**src/hw/rtl/assert_macros.svh**
```systemverilog
// ----------------------------------------------------------------------------
// assertion macros
// shared forms for the concurrent checks of the rtl
// ----------------------------------------------------------------------------
`ifndef ASSERT_MACROS_SVH
`define ASSERT_MACROS_SVH

// cond must hold at every edge outside reset
`define ASSERT_ALWAYS(label, clk, rst, cond) \
   label: assert property (@(posedge clk) disable iff (rst) (cond)) \
      else $error("assertion failed");

// cons must hold in the same cycle as ante
`define ASSERT_IMPLIES(label, clk, rst, ante, cons) \
   label: assert property (@(posedge clk) disable iff (rst) (ante) |-> (cons)) \
      else $error("assertion failed");

`endif

```
**src/hw/rtl/otf_pkg.sv**
```systemverilog
// ----------------------------------------------------------------------------
// otf_pkg
// constants, widths and shared types of the otsu threshold finder
// ----------------------------------------------------------------------------
`timescale 1ns / 1ps

package otf_pkg;

   localparam int MAX_PIXELS = 1048576;
   localparam int LEVELS     = 256;
   localparam int HIST_SIZE  = 256;

   localparam int PIX_W   = 8;
   localparam int BIN_W   = $clog2(HIST_SIZE);
   localparam int CNT_W   = $clog2(MAX_PIXELS + 1);
   localparam int SUM_W   = CNT_W + PIX_W;
   localparam int CROSS_W = SUM_W + CNT_W;
   localparam int NUM_W   = 2 * CROSS_W;
   localparam int DEN_W   = 2 * CNT_W;
   localparam int PROD_W  = NUM_W + DEN_W;

   localparam int DIG_W   = 8;
   localparam int DIGITS  = (CROSS_W + DIG_W - 1) / DIG_W;
   localparam int MB_W    = DIGITS * DIG_W;
   localparam int MCNT_W  = $clog2(DIGITS + 1);

   localparam int QDEPTH  = 4;
   localparam int QPTR_W  = $clog2(QDEPTH);

   typedef struct packed {
      logic [BIN_W-1:0] bin;
      logic             counted;
      logic             last;
      logic             too_many;
   } otf_item_type;

   typedef struct packed {
      logic             start;
      logic [NUM_W-1:0] a;
      logic [MB_W-1:0]  b;
   } otf_mul_req_type;

   typedef struct packed {
      logic              done;
      logic [PROD_W-1:0] prod;
   } otf_mul_rsp_type;

   typedef struct packed {
      logic sweeping;
      logic result_pending;
   } otf_back_sts_type;

endpackage

```
**src/hw/rtl/otf_queue.sv**
```systemverilog
// ----------------------------------------------------------------------------
// otf_queue
// short fifo of classified pixels between front and back
// ----------------------------------------------------------------------------
`timescale 1ns / 1ps

module otf_queue import otf_pkg::*; (
   input  logic         clock,
   input  logic         reset,
   input  logic         push,
   input  otf_item_type push_item,
   output logic         full,
   input  logic         pop,
   output otf_item_type pop_item,
   output logic         valid
);

   otf_item_type      q_ff [QDEPTH];
   logic [QPTR_W-1:0] wr_ptr_ff, wr_ptr_in;
   logic [QPTR_W-1:0] rd_ptr_ff, rd_ptr_in;
   logic [QPTR_W:0]   count_ff, count_in;

   assign full     = count_ff == (QPTR_W + 1)'(QDEPTH);
   assign valid    = count_ff != '0;
   assign pop_item = q_ff[rd_ptr_ff];

   always_comb begin
      wr_ptr_in = push ? wr_ptr_ff + 1'b1 : wr_ptr_ff;
      rd_ptr_in = pop ? rd_ptr_ff + 1'b1 : rd_ptr_ff;
      count_in  = count_ff + (QPTR_W + 1)'(push) - (QPTR_W + 1)'(pop);
   end

   always_ff @(posedge clock) begin
      if (push) begin
         q_ff[wr_ptr_ff] <= push_item;
      end
   end

   always_ff @(posedge clock) begin
      if (reset) begin
         wr_ptr_ff <= '0;
         rd_ptr_ff <= '0;
         count_ff  <= '0;
      end else begin
         wr_ptr_ff <= wr_ptr_in;
         rd_ptr_ff <= rd_ptr_in;
         count_ff  <= count_in;
      end
   end

endmodule

```
**config.mk**
```make
export PLATFORM = sky130hd
export DESIGN_NAME = otf_queue
export DESIGN_NICKNAME = d
export VERILOG_FILES = /design/src/hw/rtl/assert_macros.svh /design/src/hw/rtl/otf_pkg.sv /design/src/hw/rtl/otf_queue.sv
export SDC_FILE = /design/constraint.sdc
export NUM_CORES = 1
export LEC_CHECK = 0
export ABC_AREA = 1
export BUFFER_PORTS_ARGS = -buffer_cell sky130_fd_sc_hd__buf_2
export CORE_MARGIN = 8
export CORE_UTILIZATION = 25
export DETAILED_ROUTE_END_ITERATION = 10
export GPL_TIMING_DRIVEN = 1
export PLACE_DENSITY = 0.45
export SYNTH_ARGS = -nofsm -noshare
export SYNTH_HDL_FRONTEND = slang
export SYNTH_SLANG_ARGS = --single-unit
```
**constraint.sdc**
```tcl
create_clock -name clock -period 3 [get_ports clock]
set_input_delay 0.6 -clock clock [delete_from_list [all_inputs] [get_ports clock]]
set_output_delay 0.6 -clock clock [all_outputs]
set_load 0.02 [all_outputs]
```
### Word-level counts from Yosys, hierarchy flattened

Memory sizes are Yosys's and may differ from the RTL's. A register that Yosys moved wholly into a read port is not among the register bits.
Index checks and enable logic that the tools add are counted.

| operators by class | value |
|---|---|
| reductions and logical operators | 1 |
| add/subtract/negate cells | 4 |
| equal/unequal tests | 1 |
| mux-type cells | 4 |

Operators with widths:

| operator | number |
|---|---|
| 2-bit by 1-bit adder with 2-bit output (second input constant) | 2 |
| 2-bit 2-to-1 mux | 2 |
| 3-bit by 1-bit adder with 3-bit output | 1 |
| 3-bit equality test (second input constant) | 1 |
| 3-bit nonzero test | 1 |
| 3-bit by 1-bit subtractor with 3-bit output | 1 |
| 1-bit 2-to-1 mux | 2 |

| storage, ports and cells | value |
|---|---|
| RAM bits | 44 |
| input bits | 15 |
| word-level logic and storage cells | 14 |
| memories | 1 |
| bits in registers | 7 |
| output and inout port bits | 13 |

Memory list:

| name | words | width | rd ports | clocked after memory_dff | write ports | line | source |
|---|---|---|---|---|---|---|---|
| q_ff | 4 | 11 | 1 | 1 | 1 | otf_queue.sv:18 | `otf_item_type q_ff [QDEPTH];` |

### Longest topological paths before layout

Gate-level depths: netlist of run 1.

| logic depth | value |
|---|---|
| depth in word-level cells | 3 |
| depth in mapped cells | 8 |
| gate-level depth less buffers | 8 |

### Worst setup path after synthesis of run 1

Ideal clock, no wire load.

| timing | value |
|---|---|
| path kind | input port to flip-flop |
| from | input port pop |
| to | register count_ff[2] |
| required time | 2.885 ns |
| stages on the path | 6 |
| arrival time | 1.591 ns |
| setup slack | 1.294 ns |
| buffers on the path | 0 |
| path through | ha_1 inv_1 ha_1 fa_1 a21oi_1 nor2_1 |

| between the ends | value |
|---|---|
| word-level cells in the longest chain between the ends | 1 |

RTL lines:

| what | line | source |
|---|---|---|
| from (decl) | otf_queue.sv:13 | `input logic pop,` |
| 3-bit by 1-bit subtractor with 3-bit output | otf_queue.sv:30 | `count_in = count_ff + (QPTR_W + 1)'(push) - (QPTR_W + 1)'(pop);` |
| to (signal assigned) | otf_queue.sv:47 | `count_ff <= count_in;` |
| to (decl) | otf_queue.sv:21 | `logic [QPTR_W:0] count_ff, count_in;` |

No other way between the ends.
A chain may end at the register's enable or synchronous reset.

==> results list, run 1 <==
* Data required time at the worst endpoint: 2.40 ns
- After detailed routing, the average wire length per cell comes to 12.1 um.
- Max-cap violations in this run came to 0.
- Setup violations, final: 0
* Total power: 1.47 mW
* First drt pass iteration count: 4
- Post-placement worst setup slack: 1.10 ns
- Most used flip-flop cell after synthesis: edfxtp_1
* Yosys cell types: 17
- STA classifies the critical path endpoint as an output pin.
- The endpoint identified for the worst register-to-register timing path is count_ff[2].
* Fillers: 935
- IR Drop Worst-Case VDD: 177 uV
* GP Congestion: 0.735
- During synthesis, Yosys emitted a total of 0 warnings.
- Counting every sink on the clock net gives 53.
- Outcome: finished clean
* Minimum clock period after layout: 2.06 ns
* Die Area: 0.0122 mm2
* Overall die width: 110 um
* PwrDens: 585 mW/mm2
- The mapped netlist covers 0.00222 mm2.
* CTS tree: done
- Mean post-synth cell area: 12.1 um2
* Maximum number of pins on one net before global-route repair: 45
* Max clock buf depth: 2
- Worst hold slack after final layout: 0.479 ns
- Async set or reset register ratio after synthesis: 0
- Of all nets on the critical path, the largest fanout is 44.
* Top cell type's share of synthesized area: 0.594
* Final instance area: 0.00252 mm2
- Yosys mapped a number of flops with a built-in enable equal to 44.
- The number of cells on the worst reg-to-reg path is 7.
- Based on the critical path, the design can be clocked at up to 485 MHz.
- After clock tree synthesis, the clock-pin slew on the worst setup and hold paths is 0.09 ns.
- Gates resized during post-CTS repair numbered 0.
- The worst pin sits at a relative slew slack of 0.632.
- LEAKAGE: 1.02 nW
- Worst-case setup margin in the final layout: 0.939 ns
* Data arrival time of the worst path: 1.46 ns
* DRC violation total after the first TritonRoute iteration: 80
- At the end of the flow, the number of nets in the layout was 235.
- Register area share after synthesis: 0.675
* Overall fraction of global-route tracks in use: 0.0689
- Number of slew-limit violations in the final report: 0
- Initial standard-cell utilization of the core: 0.256
- Dividing the final minimum period by the clock period gives 0.687.
* Cell Area, Placed: 0.00243 mm2
* Number of primary I/O pins: 28
- Counting the buffers created by CTS gives 5.
- Overall die height: 110 um
- Buffers placed on the I/O ports in this run total 27.
* Ratio of routed vias to standard cells: 3.97
- Critical path destination: pop_item[9]
* H-tree Lvls: 2
* Clock network latency to the later pin of the worst-skew pair: 0.30 ns
- The tree is rooted in a clkbuf_8.
- In this run the worst hold path is classified as in2reg.
- The worst register-to-register path begins at count_ff[0].
* Worst reg-to-reg setup slack: 1.46 ns
- Sum of routed wire segments on met1: 1.88 mm
* Gate count after technology mapping: 184
- Yosys instantiated no cell more often than edfxtp_1.
- The finished layout holds 322 standard cells, fillers aside.
- In this run the standard cell core region covers 0.00868 mm2.
- The total overflow left after global routing is 0.
* Highest metal used: met4
- ANT cells: 0
- Top post-synthesis cells by count: 44 x edfxtp_1, 38 x inv_1, 30 x nand2_1
- The critical path is of the reg2out type.
* Post-synthesis register bit count: 53
- Synth-to-layout area growth: 13.3%
* Leading post-synthesis cells by cell area: edfxtp_1 59%, dfxtp_1 8.1%, inv_1 6.4%
- In this run, placement finished with an instance count of 314.
- Number of hold buffers added after cts: 0
- The initialized floorplan defines 34 standard-cell rows.
* Via count of the first global-routing pass: 1263
* RSZ-0062 raised after global routing: false
- Of all cell types, the one taking the most synthesized area is edfxtp_1.
- After detailed routing, the total wire length is 3.88 mm.
- Of the cells placed in the final design, the portion with a size suffix greater than 1 is 0.201.
- Summed over all failing endpoints, the final setup total negative slack is 0 ns.
* Worst-case clock skew: 0.00532 ns
- Number of antenna violations at the first check in global routing: 0
- Total setup buffers inserted after CTS: 0
- Vias post-DR: 1279
- The count of nets left with antenna violations once routing finished came out at 0.
- The worst setup path is launched from a register.
* Count of unresolved DRC violations after routing: 0
* Met2 wire length: 1.75 mm
- Hold Vio Cnt, Final: 0
* Met3 WL: 167 um
- Once layout is complete, the utilization of the core stands at 0.290.
- Detailed placement ended at an HPWL of 2.60 mm.
- At the pin with the least slew margin, the transition time is 0.552 ns.
* Global-route wire length before repair: 6.25 mm
- When the netlist entered floorplanning its net count stood at 206.
## cell usage in the layout, fill, tap and decap left out
| cell type | netlist | layout |
|---|---|---|
| nand2_1 | 30 | 30 |
| buf_2 | 1 | 27 |
| clkbuf_1 | 0 | 1 |
| a21oi_1 | 10 | 10 |
| nor2_1 | 4 | 4 |
| clkbuf_8 | 0 | 5 |
| edfxtp_1 | 44 | 44 |
| inv_1 | 38 | 38 |
| dfxtp_1 | 9 | 9 |
| o211ai_1 | 11 | 11 |
| o21ai_0 | 8 | 8 |
| o21ai_1 | 7 | 7 |
| a21oi_2 | 7 | 7 |
| clkinvlp_4 | 0 | 2 |
| fa_1 | 1 | 1 |
| nand3_1 | 2 | 2 |
| buf_4 | 1 | 2 |
| ha_1 | 6 | 6 |
## state kept, by name, summed over array words and instances (netlist names), named ones only
signal,cells
q_ff,44
wr_ptr_ff,2
rd_ptr_ff,2
count_ff,3
## critical path: stages (launching register included)
cell and delay, ns:
dfxtp_1 0.32, buf_4 0.38, nand2_1 0.11, o211ai_1 0.10, nand2_1 0.08, buf_2 0.16
## report_power, final
part / switching (mW) / internal (mW) / leakage, nW
Clock: 0.232 / 0.165 / 0.0374
Sequential: 0.0127 / 0.839 / 0.479
Combinational: 0.151 / 0.0734 / 0.504
Total: 0.396 / 1.08 / 1.02
## kinds of logic (layout without fill, tap and decap cells)
group	after synthesis	count (layout)	synth area share
compound gates	43	43	0.121
fa+ha+maj	7	7	0.0428
buf+inv	45	75	0.0990
flops	53	53	0.675
simple gates	36	36	0.0619
## area by class of cell
cell class / instances / area (um2) / share of cell area
repair buffers: 29 / 150 / 0.0596
well taps: 108 / 135 / 0.0537
inverters: 38 / 143 / 0.0566
multi-input cells: 86 / 502 / 0.199
flip-flops and latches: 53 / 1500 / 0.596
clock inverters: 2 / 15.0 / 0.00596
clock buffers: 6 / 72.6 / 0.0288
## routing by layer
layer | global-route usage | up-vias
met5 | 0 | -
met4 | 0.0343 | 0
met3 | 0.0221 | 6
met2 | 0.111 | 20
met1 | 0.0814 | 581
li1 | - | 672
## worst min-delay path by stage
stage,startpoint,endpoint,slack (ns),cells past startpoint
finish,reset,count_ff[1],0.48,2
global route,reset,count_ff[1],0.47,2
CTS,reset,count_ff[1],0.47,2
detailed placement,rd_ptr_ff[1],register,0.47,2
global placement,rd_ptr_ff[1],rd_ptr_ff[1],0.46,2
floorplan,rd_ptr_ff[1],register,0.44,2
Power figures use the tool's default switching activity.
==> run 2: changes to the inputs <==
Clock period 3 ns to 1.9 ns, I/O delays scaled along.
==> results list, run 2 (same netlist as run 1, synthesis figures left out) <==
- The run finished with clean final reports.
* Global-route wire length before repair: 6.33 mm (+1.3%)
- The worst-path maximum fanout was 22 (-50%).
* Core outline area: 0.00868 mm2 (unchanged)
- Register with the highest flop count: q_ff
* Net switching power: 0.622 mW (+57%)
- Most common library cell in the layout ignoring fill and taps: edfxtp_1
- Min-delay worst type: in2reg
* PwrDens: 917 mW/mm2 (+57%)
- Broken down by cell family, the worst path's largest delay share belongs to buffers and inverters.
- The total internal power is 1.71 mW (+59%).
* Sum of routed wire segments on met1: 1.76 mm (-6.6%)
- Clock share of power: 0.267 (-0.002)
* Overall die width: 110 um (unchanged)
- Flip-flop count of the largest register after layout: 44 (unchanged)
- Worst hold slack after final layout: 0.247 ns (-0.232 ns)
- DRC violation total after the first TritonRoute iteration: 28 (-65%)
* Share of cells above drive strength 1: 0.208 (+0.00740)
- Critical path cell sequence: buf_4 -> o211ai_1 -> nand2_1 -> buf_2
- The standby leakage power was 1.04 nW (+2.2%).
* Number of antenna violations at the first check in global routing: 0 (unchanged)
* Data arrival time of the worst path: 1.32 ns (-0.14 ns)
- Hold Vio Cnt, Final: 0 (unchanged)
- CTS clock-pin slew for the worst setup and hold paths: 0.10 ns (about the same)
- Final Cycle Share: 0.895
- The overall via count from detail_route came to 1296 (+1.3%).
- IR Drop Worst-Case VDD: 229 uV (+29%)
- Count of unresolved DRC violations after routing: 0 (unchanged)
- The count of buffering cells on the critical path with inverters included is 2 (unchanged).
* Number of sinks driven by the clock tree: 53 (unchanged)
* Placed Cells incl. Taps: 316 (+0.64%)
- ANT cells: 0 (unchanged)
- Combinational share of power: 0.157 (+0.005)
* CTS tree: done
- Summed negative setup slack over all endpoints: 0 ns (unchanged)
* Fillers: 942 (+0.75%)
* Resized Gates After CTS: 0 (unchanged)
- Clock network latency to the later pin of the worst-skew pair: 0.31 ns (about the same)
- Subtracting the final worst setup slack from the clock period gives 1.70 ns.
- Detailed Route WL: 3.92 mm (+0.90%)
- Die Area: 0.0122 mm2 (unchanged)
- The routed length on met2 came to 1.89 mm (+8.0%).
* Highest metal used: met4
* RSZ-0062 raised after global routing: false
- Element type at the critical path start: register
- Class of the most critical setup path: reg2out
- The vertical die dimension is 110 um (unchanged).
- The length of routed met3 wiring is 169 um (+1.2%).
* Largest regs: q_ff (44), count_ff (3)
- The initial cell density of the core is 0.256 (unchanged).
- The global-route total usage across every layer was 0.0706 (+0.00165).
* Number of primary I/O pins: 28 (unchanged)
- Synth-to-layout area growth: 14.5%
- The count of port buffers added during placement came to 27 (unchanged).
* Worst-case clock skew: 0.0120 ns (+0.00670 ns)
- The remaining antenna violation count is 0 (unchanged).
- Number of slew-limit violations in the final report: 0 (unchanged)
* Total number of placement rows: 34 (unchanged)
* GRT Residual Overflow: 0 (unchanged)
- The average via count per standard cell was 4.00 (+0.70%).
* Worst path max stage delay: 0.32 ns (-0.06 ns)
* Part of the power in registers: 0.576 (-0.002)
* Total power: 2.33 mW (+58%)
- The required time at the worst-slack endpoint came to 1.52 ns (-0.88 ns).
- The worst setup path is captured at an output pin.
- The largest individual stage delay along the critical path comes from the cell dfxtp_1.
* Avg WL per Cell: 12.1 um (+0.28%)
- NumNets Final: 237 (+0.85%)
- The relative slew slack was 0.668 (+0.0358).
* Buffer cell driving the clock tree root: clkbuf_8
* Maxcap violations: 0 (unchanged)
- Maximum number of pins on one net before global-route repair: 45 (unchanged)
- Commonest non-fill, non-tap cells in the layout: 44 x edfxtp_1, 38 x inv_1, 30 x nand2_1, 27 x buf_2, 11 x o211ai_1
- The net switching share of the total power came to 0.266 (-0.00242).
- The HPWL reported at the end of detailed placement is 2.59 mm (-0.46%).
- Number of hold buffers added after cts: 0 (unchanged)
* Setup violations, final: 0 (unchanged)
* Highest clock frequency the design can meet: 588 MHz
- The placer's final routability congestion estimate was 0.743 (+1.0%).
- The clock tree buffer depth is 2 (unchanged).
- Via count of the first global-routing pass: 1272 (+0.71%)
* Post-layout instance count excluding filler cells: 324 (+0.62%)
- Worst Tran Pin Value: 0.498 ns (-0.0537 ns)
* H-tree Lvls: 2 (unchanged)
- The final core utilization is 0.293 (+0.00303).
- First drt pass iteration count: 4 (unchanged)
- Total setup buffers inserted after CTS: 0 (unchanged)
* Clock buffer count from CTS: 5 (unchanged)
run 2: path summary, 6_finish.rpt:
| kind | from | endpoint | slack [ns] | cells after the start |
|---|---|---|---|---|
| worst max-delay path | register | pop_item[6] | 0.20 | 4 |
| worst min-delay path | reset | count_ff[0] | 0.25 | 2 |
| worst max register to register | count_ff[0] | count_ff[2] | 0.35 | 7 |
| worst min register to register | rd_ptr_ff[1] | rd_ptr_ff[1] | 0.47 | 2 |
run 2: metal layers:
metal / global-route usage / vias to the layer above
met5: 0 / -
met3: 0.0221 / 8
met4: 0.0428 / 0
li1: - / 673
met2: 0.117 / 20
met1: 0.0781 / 595
run 2: metrics by stage:
stage / worst slack (ns) / cell area (um2)
5_1_grt: 0.0907 / 2540
3_5_place_dp: 0.202 / 2460
4_1_cts: 0.157 / 2540
2_1_floorplan: 0.414 / 2220
3_3_place_gp: 0.245 / 2460
6_report: 0.199 / 2540
run 2: layout make-up:
type                            count  area [um2]  area share
Clock buffer                        6        72.6      0.0285
Clock inverter                      2        13.8     0.00541
Inverter                           38         143      0.0560
Multi-Input combinational cell     86         502       0.197
Sequential cell                    53        1500       0.590
Tap cell                          108         135      0.0531
Timing Repair Buffer               31         178      0.0698
run 2: power by group through the flow:
stage	sequential (mW)	clock (mW)	combinational [mW]
after global placement	1.37	0	0.374
after global routing	1.35	0.701	0.418
after detailed placement	1.37	0	0.378
after CTS	1.35	0.658	0.379
after floorplan	1.37	0	0.263
final	1.35	0.623	0.366
==> run 3: changes to the inputs <==
Settings changed: CORE_ASPECT_RATIO set to 0.8.
==> results list, run 3 (same netlist as run 1, synthesis figures left out) <==
- In this run the critical register-to-register path is captured at count_ff[2].
- The detail-routed net length per standard cell is 12.3 um (+1.4%).
* Class of the most critical setup path: reg2out
- ANT cells: 0 (unchanged)
* Number of slew-limit violations in the final report: 0 (unchanged)
* Outcome: finished clean
* Most common library cell in the layout ignoring fill and taps: edfxtp_1
- The flip-flop count of the largest register, all copies and words added came to 44 (unchanged).
* Ratio of routed vias to standard cells: 4.02 (+0.61%)
- The standard-cell row count was 30 (-12%).
* Kind of cell with the highest combined delay on the critical path: buffers and inverters
- The worst register-to-register path begins at count_ff[0].
- The length of the first detailed-routing pass in iterations came to 4 (unchanged).
- The cell area power density was 958 mW/mm2 (+4.4%).
- The final core utilization was 0.301 (+0.00748).
- The finished layout cell area was 0.00257 mm2 (+1.1%).
- I/O Buffers: 27 (unchanged)
- Element type at the critical path start: register
- The worst-case clock skew came to 0.00358 ns (-0.00844 ns).
* Summed negative setup slack over all endpoints: 0 ns (unchanged)
* Remaining number of nets flagged by the antenna check after routing: 0 (unchanged)
* Minimum clock period after layout: 1.70 ns (+0.00201 ns)
* Number of sinks driven by the clock tree: 53 (unchanged)
* Setup violations, final: 0 (unchanged)
- Slowest library cell on the worst path: dfxtp_1
- Slew margin rel.: 0.667 (about the same)
- The worst hold slack came to 0.264 ns (+0.0171 ns).
- Largest fanout on the critical path: 22 (unchanged)
* Number of buffer and inverter stages on the critical path: 2 (unchanged)
* Total power: 2.46 mW (+5.6%)
* Share of cells above drive strength 1: 0.208 (unchanged)
* DRC violation total after the first TritonRoute iteration: 40 (+43%)
- Largest regs: q_ff (44), count_ff (3)
- Detailed Route WL: 4.02 mm (+2.6%)
* Die Area: 0.0122 mm2 (+0.15%)
* Overall die height: 100 um (-9.0%)
- Initial standard-cell utilization of the core: 0.260 (+0.00360)
* Launch instance of the worst min-delay path: reset
* Crit end category: output pin
- Critical path cell sequence: buf_4 -> o211ai_1 -> nand2_1 -> buf_2
- The post-detailed-placement cell area was 0.00246 mm2 (+0.20%).
- Critical path depth: 4 (unchanged)
- The overall via count from detail_route came to 1320 (+1.9%).
- The cell depth of the worst min-delay path came to 2 (unchanged).
- Count of unresolved DRC violations after routing: 0 (unchanged)
- Number of antenna violations at the first check in global routing: 0 (unchanged)
- Setup repair after global routing left no endpoint under its margin.
- The HPWL reported at the end of detailed placement was 2.69 mm (+4.1%).
- Clock network latency to the later pin of the worst-skew pair: 0.30 ns (about the same)
- The leftover overflow at the end of global routing came to 0 (unchanged).
- The library cells used most frequently in the layout, excluding fill and tap cells, are 44 x edfxtp_1, 38 x inv_1, 30 x nand2_1, 27 x buf_2, 11 x o211ai_1.
* Synth-to-layout area growth: 15.8%
- Overall die width: 121 um (+10%)
- The placer's final routability congestion estimate is 0.722 (-2.8%).
- IR Drop Worst-Case VDD: 388 uV (+70%)
* Maxcap violations: 0 (unchanged)
- Register with the highest flop count: q_ff
- Endpoint of the worst hold-timing path: count_ff[0]
- In this run the worst hold path is classified as in2reg.
- Resized Gates After CTS: 0 (unchanged)
* Number of cells on the worst reg-to-reg path: 7 (unchanged)
- CTS clock-pin slew for the worst setup and hold paths: 0.09 ns (about the same)
- Worst Tran Pin Value: 0.498 ns (+0.000392 ns)
- Final Cycle Share: 0.896 (+0.00106)
* Number of primary I/O pins: 28 (unchanged)
- Worst reg-to-reg setup slack: 0.37 ns (+0.02 ns)
- The pin count of the biggest net entering global routing is 45 (unchanged).
- The global-route total usage across every layer is 0.0703 (-0.000244).
- Hold Vio Cnt, Final: 0 (unchanged)
- Via count of the first global-routing pass: 1292 (+1.6%)
- Core outline area: 0.00856 mm2 (-1.4%)
- Max clock buf depth: 2 (unchanged)
* Data arrival time of the worst path: 1.32 ns (about the same)
- Worst path max stage delay: 0.32 ns (about the same)
- The tree is rooted in a clkbuf_8.
- Number of hold buffers added after cts: 0 (unchanged)
- The required time at the worst-slack endpoint was 1.52 ns (about the same).
- Clock buffer count from CTS: 5 (unchanged)
- The standby leakage power came to 1.05 nW (+0.60%).
* CTS tree: done
- Highest clock frequency the design can meet: 587 MHz (-0.12%)
- NumNets Final: 237 (unchanged)
- H-tree Lvls: 2 (unchanged)
- Total setup buffers inserted after CTS: 0 (unchanged)
- The first-pass GRT wire length came to 6.62 mm (+4.5%).
## run 3: per-layer routing
layer / share of wire / GRT usage
met1: 0.48 / 0.0867
met2: 0.46 / 0.111
met3: 0.043 / 0.0213
met4: 0.017 / 0.0312
met5: 0 / 0
## run 3: final cells by class
class / instances / area, um2
timing repair buffer: 31 / 178
clock buffer: 5 / 68.8
tap: 112 / 140
inverter: 38 / 143
multi-input combinational: 86 / 502
fill: 908 / 5980
sequential: 53 / 1500
clock inverter: 3 / 41.3
## run 3: how the worst max path moves through the flow
| stage | to | slack (ns) |
|---|---|---|
| after floorplan | count_ff[2] | 0.41 |
| after global placement | count_ff[2] | 0.24 |
| after detailed placement | count_ff[2] | 0.23 |
| after CTS | pop_item[9] | 0.16 |
| after global routing | pop_item[1] | 0.06 |
| final | pop_item[7] | 0.20 |
## run 3: stage by stage
stage          setup WS [ns]  instances
6_report               0.197        328
3_5_place_dp           0.226        320
3_3_place_gp           0.242        320
2_1_floorplan          0.414        184
5_1_grt               0.0630        328
4_1_cts                0.162        328
## run 3: report_power, final
part / leakage [nW] / internal (mW) / switching (mW)
Combinational: 0.518 / 0.124 / 0.244
Sequential: 0.479 / 1.32 / 0.0210
Clock: 0.0518 / 0.388 / 0.363
## run 3: worst reg2reg max path, cell delays in order (launching register included)
cell and delay (ns):
dfxtp_1 0.34, inv_1 0.06, ha_1 0.27, inv_1 0.04
ha_1 0.18, fa_1 0.38, a21oi_1 0.12, nor2_1 0.05
